### config.mk
export PLATFORM = sky130hd
export DESIGN_NAME = roi_gray_world_white_balance_loop
export DESIGN_NICKNAME = d
export VERILOG_FILES = /design/src/sv/rgwb_pkg.sv /design/src/sv/rgwb_div.sv /design/src/sv/roi_gray_world_white_balance_loop.sv
export VERILOG_INCLUDE_DIRS = /design/src /design/src/sv
export SDC_FILE = /design/constraint.sdc
export NUM_CORES = 2
export LEC_CHECK = 0
export CAP_MARGIN = 40
export CORE_MARGIN = 2
export CORE_UTILIZATION = 25
export DETAILED_ROUTE_END_ITERATION = 10
export DONT_BUFFER_PORTS = 1
export PLACE_DENSITY_LB_ADDON = 0.2
export SLEW_MARGIN = 30
export SYNTH_ARGS = -nofsm -noshare
export SYNTH_HDL_FRONTEND = slang
export SYNTH_SLANG_ARGS = --single-unit
export TNS_END_PERCENT = 20
### constraint.sdc
create_clock -name clk -period 9.8 [get_ports clk]
set_input_delay 1.96 -clock clk [delete_from_list [all_inputs] [get_ports clk]]
set_output_delay 1.96 -clock clk [all_outputs]
set_load 0.01 [all_outputs]
### src/sv/roi_gray_world_white_balance_loop_assert.svh
// Assertion macros used by the white balance RTL.
`ifndef ROI_GRAY_WORLD_WHITE_BALANCE_LOOP_ASSERT_SVH
`define ROI_GRAY_WORLD_WHITE_BALANCE_LOOP_ASSERT_SVH

`ifndef ASSERT_OFF
`define RGWB_ASSERT(lbl, clk, rst_n, prop, msg) \
  lbl: assert property (@(posedge clk) disable iff (!rst_n) prop) else $error(msg);
`define RGWB_ASSERT_ALWAYS(lbl, clk, prop, msg) \
  lbl: assert property (@(posedge clk) prop) else $error(msg);
`else
`define RGWB_ASSERT(lbl, clk, rst_n, prop, msg)
`define RGWB_ASSERT_ALWAYS(lbl, clk, prop, msg)
`endif

`endif

### src/sv/rgwb_pkg.sv
`timescale 1ns / 1ps
package rgwb_pkg;

  localparam int MAX_IMAGE_SIZE = 2048;
  localparam int SUM_W          = 30;
  localparam int CNT_W          = 23;
  localparam int GAIN_STEP      = 100;
  localparam int GAIN_CAP       = 1024;

  localparam logic [10:0] BLUE_LEVEL_RST = 11'd700;
  localparam logic [10:0] RED_LEVEL_RST  = 11'd512;
  localparam logic [11:0] ROW_START_RST  = 12'd0;
  localparam logic [11:0] ROW_END_RST    = 12'd2048;
  localparam logic [11:0] COL_START_RST  = 12'd0;
  localparam logic [11:0] COL_END_RST    = 12'd2048;
  localparam logic [7:0]  SKIP_RST       = 8'd10;
  localparam logic [9:0]  CORR_RST       = 10'd256;

  // last quotient bit index for each kind of division
  localparam logic [3:0] DIV_MEAN_TOP = 4'd7;
  localparam logic [3:0] DIV_GAIN_TOP = 4'd11;

  typedef enum logic [2:0] {
    CFG_ROW_START = 3'd0,
    CFG_ROW_END   = 3'd1,
    CFG_COL_START = 3'd2,
    CFG_COL_END   = 3'd3,
    CFG_SKIP      = 3'd4,
    CFG_BLUE_CORR = 3'd5,
    CFG_RED_CORR  = 3'd6
  } cfg_idx_t;

  typedef struct packed {
    logic [7:0]  blue;
    logic [7:0]  green;
    logic [7:0]  red;
    logic [10:0] row;
    logic [10:0] column;
    logic        frame_end;
  } pix_t;

  typedef struct packed {
    logic [10:0] blue_gain;
    logic [10:0] red_gain;
    logic        region_empty;
  } gains_t;

  typedef struct packed {
    logic        start;
    logic [29:0] dividend;
    logic [29:0] divisor;
    logic [3:0]  top;
  } div_req_t;

  typedef struct packed {
    logic        done;
    logic [11:0] quotient;
  } div_rsp_t;

endpackage

### src/sv/rgwb_div.sv
`timescale 1ns / 1ps
module rgwb_div
  import rgwb_pkg::*;
(
  input  logic     clk,
  input  logic     rst_n,
  input  div_req_t req,
  output div_rsp_t rsp
);

  logic [29:0] rem_r;
  logic [29:0] dsr_r;
  logic [11:0] q_r;
  logic [3:0]  cnt_r;
  logic        run_r;
  logic        done_r;
  logic [30:0] diff;
  logic        ge;

  // restoring division, one quotient bit per cycle
  assign diff = {1'b0, rem_r} - {1'b0, dsr_r};
  assign ge   = ~diff[30];

  always_ff @(posedge clk) begin
    if (!rst_n) begin
      run_r  <= 1'b0;
      done_r <= 1'b0;
      cnt_r  <= '0;
    end else begin
      done_r <= run_r && (cnt_r == '0);
      if (req.start) begin
        run_r <= 1'b1;
        cnt_r <= req.top;
      end else if (run_r) begin
        cnt_r <= cnt_r - 4'd1;
        if (cnt_r == '0) begin
          run_r <= 1'b0;
        end
      end
    end
  end

  always_ff @(posedge clk) begin
    if (req.start) begin
      rem_r <= req.dividend;
      dsr_r <= req.divisor;
      q_r   <= '0;
    end else if (run_r) begin
      rem_r <= ge ? diff[29:0] : rem_r;
      dsr_r <= dsr_r >> 1;
      q_r   <= {q_r[10:0], ge};
    end
  end

  assign rsp.done     = done_r;
  assign rsp.quotient = q_r;

endmodule

### src/sv/roi_gray_world_white_balance_loop.sv
`timescale 1ns / 1ps
// Pixels are taken one per clock while the block is idle; a skipped frame end
// also leaves the input free. An updating frame end stalls the input after its
// transaction: three 8-bit mean divisions, two gain passes around a 12-bit division
// and the result load, after which the result is valid. A zero blue or red mean skips
// the gain division of that channel, an empty region skips all divisions.
// Synchronous active-low reset: sums clear, frame counter all ones, levels 700/512.
module roi_gray_world_white_balance_loop
  import rgwb_pkg::*;
(
  input  logic        clk,
  input  logic        rst_n,
  input  logic        in_valid,
  output logic        in_stall,
  input  pix_t        in_data,
  output logic        out_valid,
  input  logic        out_stall,
  output gains_t      out_data,
  input  logic        cfg_valid,
  output logic        cfg_ready,
  input  logic [2:0]  cfg_index,
  input  logic [11:0] cfg_data
);

  `include "roi_gray_world_white_balance_loop_assert.svh"

  typedef enum logic [5:0] {
    S_IDLE = 6'b000001,
    S_MEAN = 6'b000010,
    S_GK   = 6'b000100,
    S_LX   = 6'b001000,
    S_GDIV = 6'b010000,
    S_DONE = 6'b100000
  } state_t;

  state_t state_r, state_nxt;

  logic [11:0] row_start_r, row_end_r, col_start_r, col_end_r;
  logic [7:0]  skip_r;
  logic [9:0]  blue_corr_r, red_corr_r;

  logic [SUM_W-1:0] blue_sum_r, green_sum_r, red_sum_r;
  logic [CNT_W-1:0] pixel_count_r;
  logic [7:0]       frame_cnt_r;
  logic [10:0]      blue_level_r, red_level_r;
  logic [7:0]       mean_b_r, mean_g_r, mean_red_r;
  logic [1:0]       ch_r;
  logic             gsel_r;
  logic [17:0]      prod_r;
  logic             empty_r;
  logic             out_valid_r;
  gains_t           out_data_r;

  div_req_t div_req;
  div_rsp_t div_rsp;

  logic             in_acc, cfg_acc, in_range, skip_frame, upd_frame, out_free;
  logic [SUM_W:0]   blue_add, green_add, red_add;
  logic [CNT_W:0]   cnt_add;
  logic [SUM_W-1:0] blue_acc, green_acc, red_acc;
  logic [CNT_W-1:0] count_acc;

  logic [10:0] lvl;
  logic [7:0]  cmean;
  logic [9:0]  corr;
  logic [18:0] xval;
  logic [10:0] mul_a;
  logic [18:0] mul_b;
  logic [29:0] mul_p;
  logic [11:0] hi, lo, cand;
  logic [10:0] new_level;

  rgwb_div u_div (
    .clk  (clk),
    .rst_n(rst_n),
    .req  (div_req),
    .rsp  (div_rsp)
  );

  assign in_stall  = (state_r != S_IDLE);
  assign cfg_ready = (state_r == S_IDLE);
  assign in_acc    = in_valid && !in_stall;
  assign cfg_acc   = cfg_valid && cfg_ready;
  assign out_free  = !out_valid_r || !out_stall;
  assign out_valid = out_valid_r;
  assign out_data  = out_data_r;

  // accumulation path
  always_comb begin
    in_range = ({3'b0, in_data.row} < 14'(MAX_IMAGE_SIZE)) &&
               ({3'b0, in_data.column} < 14'(MAX_IMAGE_SIZE)) &&
               ({1'b0, in_data.row} >= row_start_r) &&
               ({1'b0, in_data.row} < row_end_r) &&
               ({1'b0, in_data.column} >= col_start_r) &&
               ({1'b0, in_data.column} < col_end_r);
    blue_add  = {1'b0, blue_sum_r} + {23'b0, in_data.blue};
    green_add = {1'b0, green_sum_r} + {23'b0, in_data.green};
    red_add   = {1'b0, red_sum_r} + {23'b0, in_data.red};
    cnt_add   = {1'b0, pixel_count_r} + {{CNT_W{1'b0}}, 1'b1};
    blue_acc  = blue_sum_r;
    green_acc = green_sum_r;
    red_acc   = red_sum_r;
    count_acc = pixel_count_r;
    if (in_range) begin
      blue_acc  = blue_add[SUM_W] ? '1 : blue_add[SUM_W-1:0];
      green_acc = green_add[SUM_W] ? '1 : green_add[SUM_W-1:0];
      red_acc   = red_add[SUM_W] ? '1 : red_add[SUM_W-1:0];
      count_acc = cnt_add[CNT_W] ? '1 : cnt_add[CNT_W-1:0];
    end
    skip_frame = in_acc && in_data.frame_end && (frame_cnt_r < skip_r);
    upd_frame  = in_acc && in_data.frame_end && !(frame_cnt_r < skip_r);
  end

  // shared multiplier and gain clamp
  always_comb begin
    lvl   = gsel_r ? red_level_r : blue_level_r;
    cmean = gsel_r ? mean_red_r : mean_b_r;
    corr  = gsel_r ? red_corr_r : blue_corr_r;
    xval  = {3'b0, cmean, 8'b0} + {1'b0, prod_r};
    mul_a = (state_r == S_GK) ? {3'b0, mean_g_r} : lvl;
    mul_b = (state_r == S_GK) ? {9'b0, corr} : xval;
    mul_p = mul_a * mul_b;
    hi    = {1'b0, lvl} + 12'(GAIN_STEP);
    lo    = {1'b0, lvl} - 12'(GAIN_STEP);
    if (state_r == S_GK) begin
      cand = hi;
    end else if (div_rsp.quotient[11] || (div_rsp.quotient > hi)) begin
      cand = hi;
    end else if ((lvl >= 11'(GAIN_STEP)) && (div_rsp.quotient < lo)) begin
      cand = lo;
    end else begin
      cand = div_rsp.quotient;
    end
    new_level = (cand > 12'(GAIN_CAP)) ? 11'(GAIN_CAP) : cand[10:0];
  end

  // divider requests
  always_comb begin
    div_req          = '0;
    div_req.divisor  = {pixel_count_r, 7'b0};
    div_req.top      = DIV_MEAN_TOP;
    div_req.dividend = (ch_r == 2'd0) ? green_sum_r : red_sum_r;
    unique case (state_r)
      S_IDLE: begin
        div_req.start    = upd_frame && (count_acc != '0);
        div_req.dividend = blue_acc;
        div_req.divisor  = {count_acc, 7'b0};
      end
      S_MEAN: begin
        div_req.start = div_rsp.done && (ch_r != 2'd2);
      end
      S_LX: begin
        div_req.start    = 1'b1;
        div_req.dividend = mul_p;
        div_req.divisor  = {2'b0, cmean, 20'b0};
        div_req.top      = DIV_GAIN_TOP;
      end
      S_GK, S_GDIV, S_DONE: begin
        div_req.start = 1'b0;
      end
      default: begin
        div_req.start = 1'b0;
      end
    endcase
  end

  always_comb begin
    state_nxt = state_r;
    unique case (state_r)
      S_IDLE: begin
        if (upd_frame) begin
          state_nxt = (count_acc == '0) ? S_DONE : S_MEAN;
        end
      end
      S_MEAN: begin
        if (div_rsp.done && (ch_r == 2'd2)) begin
          state_nxt = S_GK;
        end
      end
      S_GK: begin
        if (cmean != '0) begin
          state_nxt = S_LX;
        end else if (gsel_r) begin
          state_nxt = S_DONE;
        end
      end
      S_LX: begin
        state_nxt = S_GDIV;
      end
      S_GDIV: begin
        if (div_rsp.done) begin
          state_nxt = gsel_r ? S_DONE : S_GK;
        end
      end
      S_DONE: begin
        if (out_free) begin
          state_nxt = S_IDLE;
        end
      end
      default: begin
        state_nxt = S_IDLE;
      end
    endcase
  end

  always_ff @(posedge clk) begin
    if (!rst_n) begin
      state_r     <= S_IDLE;
      row_start_r <= ROW_START_RST;
      row_end_r   <= ROW_END_RST;
      col_start_r <= COL_START_RST;
      col_end_r   <= COL_END_RST;
      skip_r      <= SKIP_RST;
      blue_corr_r <= CORR_RST;
      red_corr_r  <= CORR_RST;
      blue_sum_r    <= '0;
      green_sum_r   <= '0;
      red_sum_r     <= '0;
      pixel_count_r <= '0;
      frame_cnt_r   <= '1;
      blue_level_r  <= BLUE_LEVEL_RST;
      red_level_r   <= RED_LEVEL_RST;
      ch_r          <= '0;
      gsel_r        <= 1'b0;
      empty_r       <= 1'b0;
      out_valid_r   <= 1'b0;
    end else begin
      state_r <= state_nxt;

      if (cfg_acc) begin
        unique case (cfg_index)
          CFG_ROW_START: row_start_r <= cfg_data;
          CFG_ROW_END:   row_end_r   <= cfg_data;
          CFG_COL_START: col_start_r <= cfg_data;
          CFG_COL_END:   col_end_r   <= cfg_data;
          CFG_SKIP:      skip_r      <= cfg_data[7:0];
          CFG_BLUE_CORR: blue_corr_r <= cfg_data[9:0];
          CFG_RED_CORR:  red_corr_r  <= cfg_data[9:0];
          default: ;
        endcase
      end

      if (skip_frame || ((state_r == S_DONE) && out_free)) begin
        blue_sum_r    <= '0;
        green_sum_r   <= '0;
        red_sum_r     <= '0;
        pixel_count_r <= '0;
      end else if (in_acc) begin
        blue_sum_r    <= blue_acc;
        green_sum_r   <= green_acc;
        red_sum_r     <= red_acc;
        pixel_count_r <= count_acc;
      end

      if (skip_frame) begin
        frame_cnt_r <= frame_cnt_r + 8'd1;
      end else if (upd_frame) begin
        frame_cnt_r <= '0;
      end

      if (upd_frame) begin
        empty_r <= (count_acc == '0);
        ch_r    <= '0;
        gsel_r  <= 1'b0;
      end

      if ((state_r == S_MEAN) && div_rsp.done) begin
        ch_r <= ch_r + 2'd1;
      end

      if (((state_r == S_GK) && (cmean == '0)) ||
          ((state_r == S_GDIV) && div_rsp.done)) begin
        if (gsel_r) begin
          red_level_r <= new_level;
        end else begin
          blue_level_r <= new_level;
        end
        gsel_r <= 1'b1;
      end

      if ((state_r == S_DONE) && out_free) begin
        out_valid_r <= 1'b1;
      end else if (!out_stall) begin
        out_valid_r <= 1'b0;
      end
    end
  end

  always_ff @(posedge clk) begin
    if ((state_r == S_MEAN) && div_rsp.done) begin
      case (ch_r)
        2'd0:    mean_b_r   <= div_rsp.quotient[7:0];
        2'd1:    mean_g_r   <= div_rsp.quotient[7:0];
        default: mean_red_r <= div_rsp.quotient[7:0];
      endcase
    end
    if (state_r == S_GK) begin
      prod_r <= mul_p[17:0];
    end
    if ((state_r == S_DONE) && out_free) begin
      out_data_r.blue_gain    <= blue_level_r;
      out_data_r.red_gain     <= red_level_r;
      out_data_r.region_empty <= empty_r;
    end
  end

  `RGWB_ASSERT(a_out_from_done, clk, rst_n, $rose(out_valid_r) |-> $past(state_r == S_DONE), "result raised outside completion")
  `RGWB_ASSERT(a_div_done_owner, clk, rst_n, div_rsp.done |-> (state_r == S_MEAN || state_r == S_GDIV), "divider finished with no owner")
  `RGWB_ASSERT(a_sums_cleared, clk, rst_n, (state_r == S_DONE && out_free) |=> (pixel_count_r == '0 && blue_sum_r == '0), "sums not cleared after update")
  `RGWB_ASSERT(a_level_cap, clk, rst_n, (blue_level_r <= 11'(GAIN_CAP)) && (red_level_r <= 11'(GAIN_CAP)), "gain level above cap")
  `RGWB_ASSERT(a_hold_result, clk, rst_n, (out_valid_r && out_stall) |=> (out_valid_r && $stable(out_data_r)), "stalled transaction lost")

endmodule

Word-level counts from Yosys, hierarchy flattened --
Cells that the tools add are included.
Storage, ports and cells: bits in read-only memories 0, memories 0, logic and storage cells 179, RAM bits 0, output and inout bits 26, latch bits 0, register bits 373
Operators by class: $add $sub $neg 11, bitwise gates (word level) 4, multipliers 1, muxes and demuxes 46, reduce and logical (&&, ||, !) cells 53, shifts and indexed selects 0, divide/modulo/power cells 0, magnitude comparators 9, equality and inequality tests 23
Operator list (count):
- two-way mux 30 bit | 10
- one-hot mux 60 bit (2 select lines) | 1
- adder 30 x 8 -> 31 bit | 3
- two-way mux 6 bit | 8
- two-way mux 23 bit | 2
- two-way mux 12 bit | 3
- one-hot mux 6 bit (6 select lines) | 1
- two-way mux 11 bit | 3
- subtractor 30 x 30 -> 31 bit | 1
- multiplier 11 x 19 -> 30 bit | 1
- AND reduction 2 bit | 14
- adder 23 x 1 -> 24 bit, second input constant | 1
- >= comparator 11 x 12 -> 1 bit | 2
- < comparator 11 x 12 -> 1 bit | 2
- two-way mux 8 bit | 3
- zero test 23 bit | 1
- nonzero test 23 bit | 1
- adder 16 x 18 -> 19 bit | 1
- two-way mux 19 bit | 1
- logical AND 1 bit | 17
- adder 11 x 7 -> 12 bit, second input constant | 1
- greater-than comparator 12 x 11 -> 1 bit, second input constant | 1
- greater-than comparator 12 bit | 1
- < comparator 12 bit | 1
- 37 further kinds | 67

Logic depth before layout (Yosys ltp) --
depth after elaboration 10, gate-level depth with buffers 37, mapped depth without buffers 34

Modules after synthesis --
Synthesis repeated with hierarchy kept, for this count alone.
Second synthesis, totals: cells, all modules 3356, area, all modules 28726.3 µm²
By module, submodules not included:
- roi_gray_world_white_balance_loop | cells an instance 2805, area each 23752.8 µm², instances 1, seq. area each 6556.3 µm²
- rgwb_div | cells an instance 551, area each 4973.5 µm², instances 1, seq. area each 2162.1 µm²

Worst setup path after synthesis --
OpenSTA, ideal clock, no wires.
kind register -> register, start point register gsel_r, end point register u_div.rem_r[28], data pin, arrival 7.940 ns, stages on the path, launching flop included 36, data required time 9.535 ns, setup slack 1.595 ns, cell sequence dfxtp_1 buf_2 buf_1 clkbuf_1 mux2i_1 inv_1 ha_1 a21o_1 a21oi_1 o21bai_1 a21o_1 a21o_1 a21o_1 xor2_1 and2_1 nand2_1 fa_1 fa_1 inv_1 fa_1 fa_1 inv_1 fa_1 inv_1 ha_1 a21o_1 a21oi_1 nor2b_1 o21ai_0 o21a_1 o311ai_0 a41oi_1 o21ai_0 xor2_1 a21oi_1 mux2i_1
Between the ends: cells in the longest elaborated chain, start to end 6, elaborated cells between the ends (all ways) 9, classes of those cells add/sub: 1; mul: 1; mux: 7
RTL lines:
- from (decl) | line roi_gray_world_white_balance_loop.sv:48 | logic gsel_r;
- from (signal assigned) | line roi_gray_world_white_balance_loop.sv:224 | gsel_r <= 1'b0;
- from (signal assigned) | line roi_gray_world_white_balance_loop.sv:264 | gsel_r <= 1'b0;
- from (signal assigned) | line roi_gray_world_white_balance_loop.sv:278 | gsel_r <= 1'b1;
- two-way mux 8 bit | line roi_gray_world_white_balance_loop.sv:117 | cmean = gsel_r ? mean_red_r : mean_b_r;
- adder 16 x 18 -> 19 bit | line roi_gray_world_white_balance_loop.sv:119 | xval = {3'b0, cmean, 8'b0} + {1'b0, prod_r};
- two-way mux 19 bit | line roi_gray_world_white_balance_loop.sv:121 | mul_b = (state_r == S_GK) ? {9'b0, corr} : xval;
- multiplier 11 x 19 -> 30 bit (*) | line roi_gray_world_white_balance_loop.sv:122 | mul_p = mul_a * mul_b;
- one-hot mux 60 bit (2 select lines) (*) | line roi_gray_world_white_balance_loop.sv:143 | unique case (state_r)
- two-way mux 30 bit (*) | line rgwb_div.sv:44 | if (req.start) begin
- to (signal assigned) | line rgwb_div.sv:45 | rem_r <= req.dividend;
- to (signal assigned) | line rgwb_div.sv:49 | rem_r <= ge ? diff[29:0] : rem_r;
- to (decl) | line rgwb_div.sv:11 | logic [29:0] rem_r;
Every way passes the cells marked *; elsewhere a longest branch is shown, timed or not. A chain may end at the register's enable or synchronous reset.

Final worst setup path --
start point register gsel_r, end point register u_div.rem_r[25], data pin
Same word-level chain as after synthesis.

==> qor.yml <==
sta:
  slew_violations: 0
  max_freq_ghz: 0.119
  timing.final.crit_period_ps: 8380
  setup_viol_count_final: 0
  rsz0062_at_grt: "no"
  fin_crit_sh: 0.855
  max_slew_margin: 0.421
  fin_setup_tns_ps: 0
  worstMarginPinSlew_ps: 869
  clock_skew_ps: 24.7
  hold_viol: 0
status:
  status: "finished clean"
placed_design:
  dpl_cell_area_sq_mm: 0.0303
  dp_hpwl_um: 72400
  gp_congestion: 0.875
  portBuffers: 0
worst_setup_path:
  setup.worst_path.start_class: "flop"
  startpoint: "gsel_r$_SDFFE_PN0P_"
  required_ps: 10150
  slowest_stage: "fa_1"
  cp_num_buf_inv: 4
  cp_common_cell: "fa_1"
  cp_top_family: "adder cells"
  rr_startpoint: "gsel_r$_SDFFE_PN0P_"
  criticalPathCategory: "reg2reg"
  worstPathArrival_ps: 8730
  endpoint_kind: "flop"
  cpPeakStageDelay_ps: 550
  path_max_fanout: 13
  reg2reg_slack_ps: 1420
cells_and_area:
  drive_above_1_share: 0.0656
  design_area_sq_mm: 0.0318
  n_antenna_cell: 0
  area_growth_syn_to_layout_pct: 12.0
  fin_nets: 3627
  fillers: 12172
power:
  power_frac_seq: 0.358
  swShare: 0.356
  internal_power_uw: 3400
  power_uw: 5280
  cellLeakagePower_uw: 0.0126
  ir_drop_v: 0.000122
  power.density_mw_per_mm2: 166
  p_clk_frac: 0.329
  p_sw_uw: 1880
  power.combinational.fraction: 0.313
floorplanning:
  die_height_um: 341
  start_util: 0.252
  fp.dieW_um: 341
  num_io_pins: 93
  core_area_sq_mm: 0.113
  dieArea_sq_mm: 0.116
  rows: 123
synthesis:
  synth-edff-count: 125
  syn-cell-area_sq_mm: 0.0284
  async_flop_share: 0
  yosys.area.top_type_share: 0.175
  seq_area_frac_synth: 0.307
  yosys.area_share.simple: 0.173
  ys.flop_type: "dfxtp_1"
  synthMuxAreaShare: 0.0676
  synth_commonest_cells: "nor2_1, nand2_1, inv_1"
  synth_most_common_cell: "nor2_1"
  syn_nets: 3661
  synth_compound_area_frac: 0.151
  ys_types: 87
  synthAdderAreaFrac: 0.202
  ys_ff_latch: 373
  synth_top_family_by_area: "adder cells"
  syn_inst: 3228
  yosysTopAreaCell: "dfxtp_1"
  yosysWarnings: 0
  syn_avg_cell_area_sq_um: 8.81
  synth_area_leaders: "dfxtp_1, edfxtp_1, fa_1"
  synthXorXnorAreaFrac: 0.0388
route:
  ant_nets: 0
  dr.first_iter.drc_count: 1507
  wirelength_um: 93400
  vias: 22756
  routedWlPerCell_um: 19.7
  drc: 0
  first_pass_iters: 5
  vias_per_cell: 4.81
clocking:
  clock_latency_ps: 600
  cts_hold_buf: 0
  htreeDepth: 2
  clk_pin_slew_worst_paths_ps: 60
  post_cts_resized: 0
  clock_sinks: 373
  cts-root-buf: "clkbuf_16"
  post-cts-setup-buffers: 0
  cts_buffer_depth: 3
  cts_tree: "built"
  cts_buffers: 46
global_route:
  grt_max_degree: 88
  overflow: 0
  antenna_found_initial: 7
  grt_pass1_vias: 22615
  grt_pass1_wl_um: 144000
  gr-usage-all-layers: 0.160
min_path:
  min_from: "col_end_r[0]$_SDFFE_PN0P_"
  hold_path.class: "reg2reg"
run:
  max-cap-violations: 0
==> tightest hold or removal path: stages, from the launching register on <==
cell and delay (ps):
dfxtp_1 300, nand2_1 50, a21oi_1 50
==> kinds of logic after synthesis <==
group                    Yosys count
AO/OA/AOI/OAI                    662
XOR/XNOR                         126
adder cells (fa/ha/maj)          366
buffers and inverters            441
flip-flops                       373
multiplexers                     187
AND/OR/NAND/NOR                 1073
==> power by group through the flow <==
stage                     sequential (uW)  combinational (uW)  clock (uW)
final                                1890                1650        1740
after global routing                 1910                1840        1850
after CTS                            1890                1650        1790
after detailed placement             1920                1640           0
after global placement               1920                1640           0
after floorplan                      1890                1160           0
==> cell usage in the layout, fill, tap and decap left out, types with 72 or more instances in the layout <==
master,synthesis,routed
fa_1,157,157
xnor2_1,72,72
nor2_1,384,382
dfxtp_1,248,247
mux2i_1,153,153
inv_1,296,295
nand2_1,307,307
a21oi_1,208,207
edfxtp_1,125,125
o21ai_0,114,113
ha_1,209,208
==> metal layers <==
| metal | vias up | part of all wire | GRT usage |
|---|---|---|---|
| met4 | 2 | 0.023 | 0.0395 |
| li1 | 11146 | - | - |
| met5 | - | 0.00011 | 0 |
| met1 | 11043 | 0.48 | 0.225 |
| met3 | 111 | 0.047 | 0.0260 |
| met2 | 454 | 0.45 | 0.254 |
==> registers in the layout, indices dropped and copies added, names as in the netlist, 18 cells and up <==
signal,cells
u_div.dsr_r,30
prod_r,18
u_div.rem_r,30
blue_sum_r,30
pixel_count_r,23
green_sum_r,30
red_sum_r,30
out_data,23
==> cell type report <==
class,instances,area [sq um],share of cell area
timing repair buffer,62,519,0.0163
clock buffer,69,1380,0.0433
multi-input combinational,2414,18100,0.568
sequential,373,8720,0.274
tap,1500,1880,0.0589
clock inverter,17,135,0.00424
inverter,297,1110,0.0350
==> path summary, 6_finish.rpt <==
path                                to  cells past startpoint
min          col_end_r[0]$_SDFFE_PN0P_                      2
min reg2reg  col_end_r[0]$_SDFFE_PN0P_                      2
max reg2reg  u_div.rem_r[25]$_DFFE_PP_                     28
max          u_div.rem_r[25]$_DFFE_PP_                     28
==> through the flow <==
| stage | instances | hold slack [ps] | setup slack [ps] | util |
|---|---|---|---|---|
| detailed placement | 4642 | 434 | 1490 | 0.269 |
| CTS | 4728 | 448 | 1490 | 0.282 |
| floorplan | 3228 | 408 | 1590 | - |
| global placement | 4631 | 435 | 1620 | 0.268 |
| finish | 4732 | 447 | 1420 | 0.283 |
| global route | 4732 | 473 | 831 | 0.283 |
(Power assumes the default switching activity.)
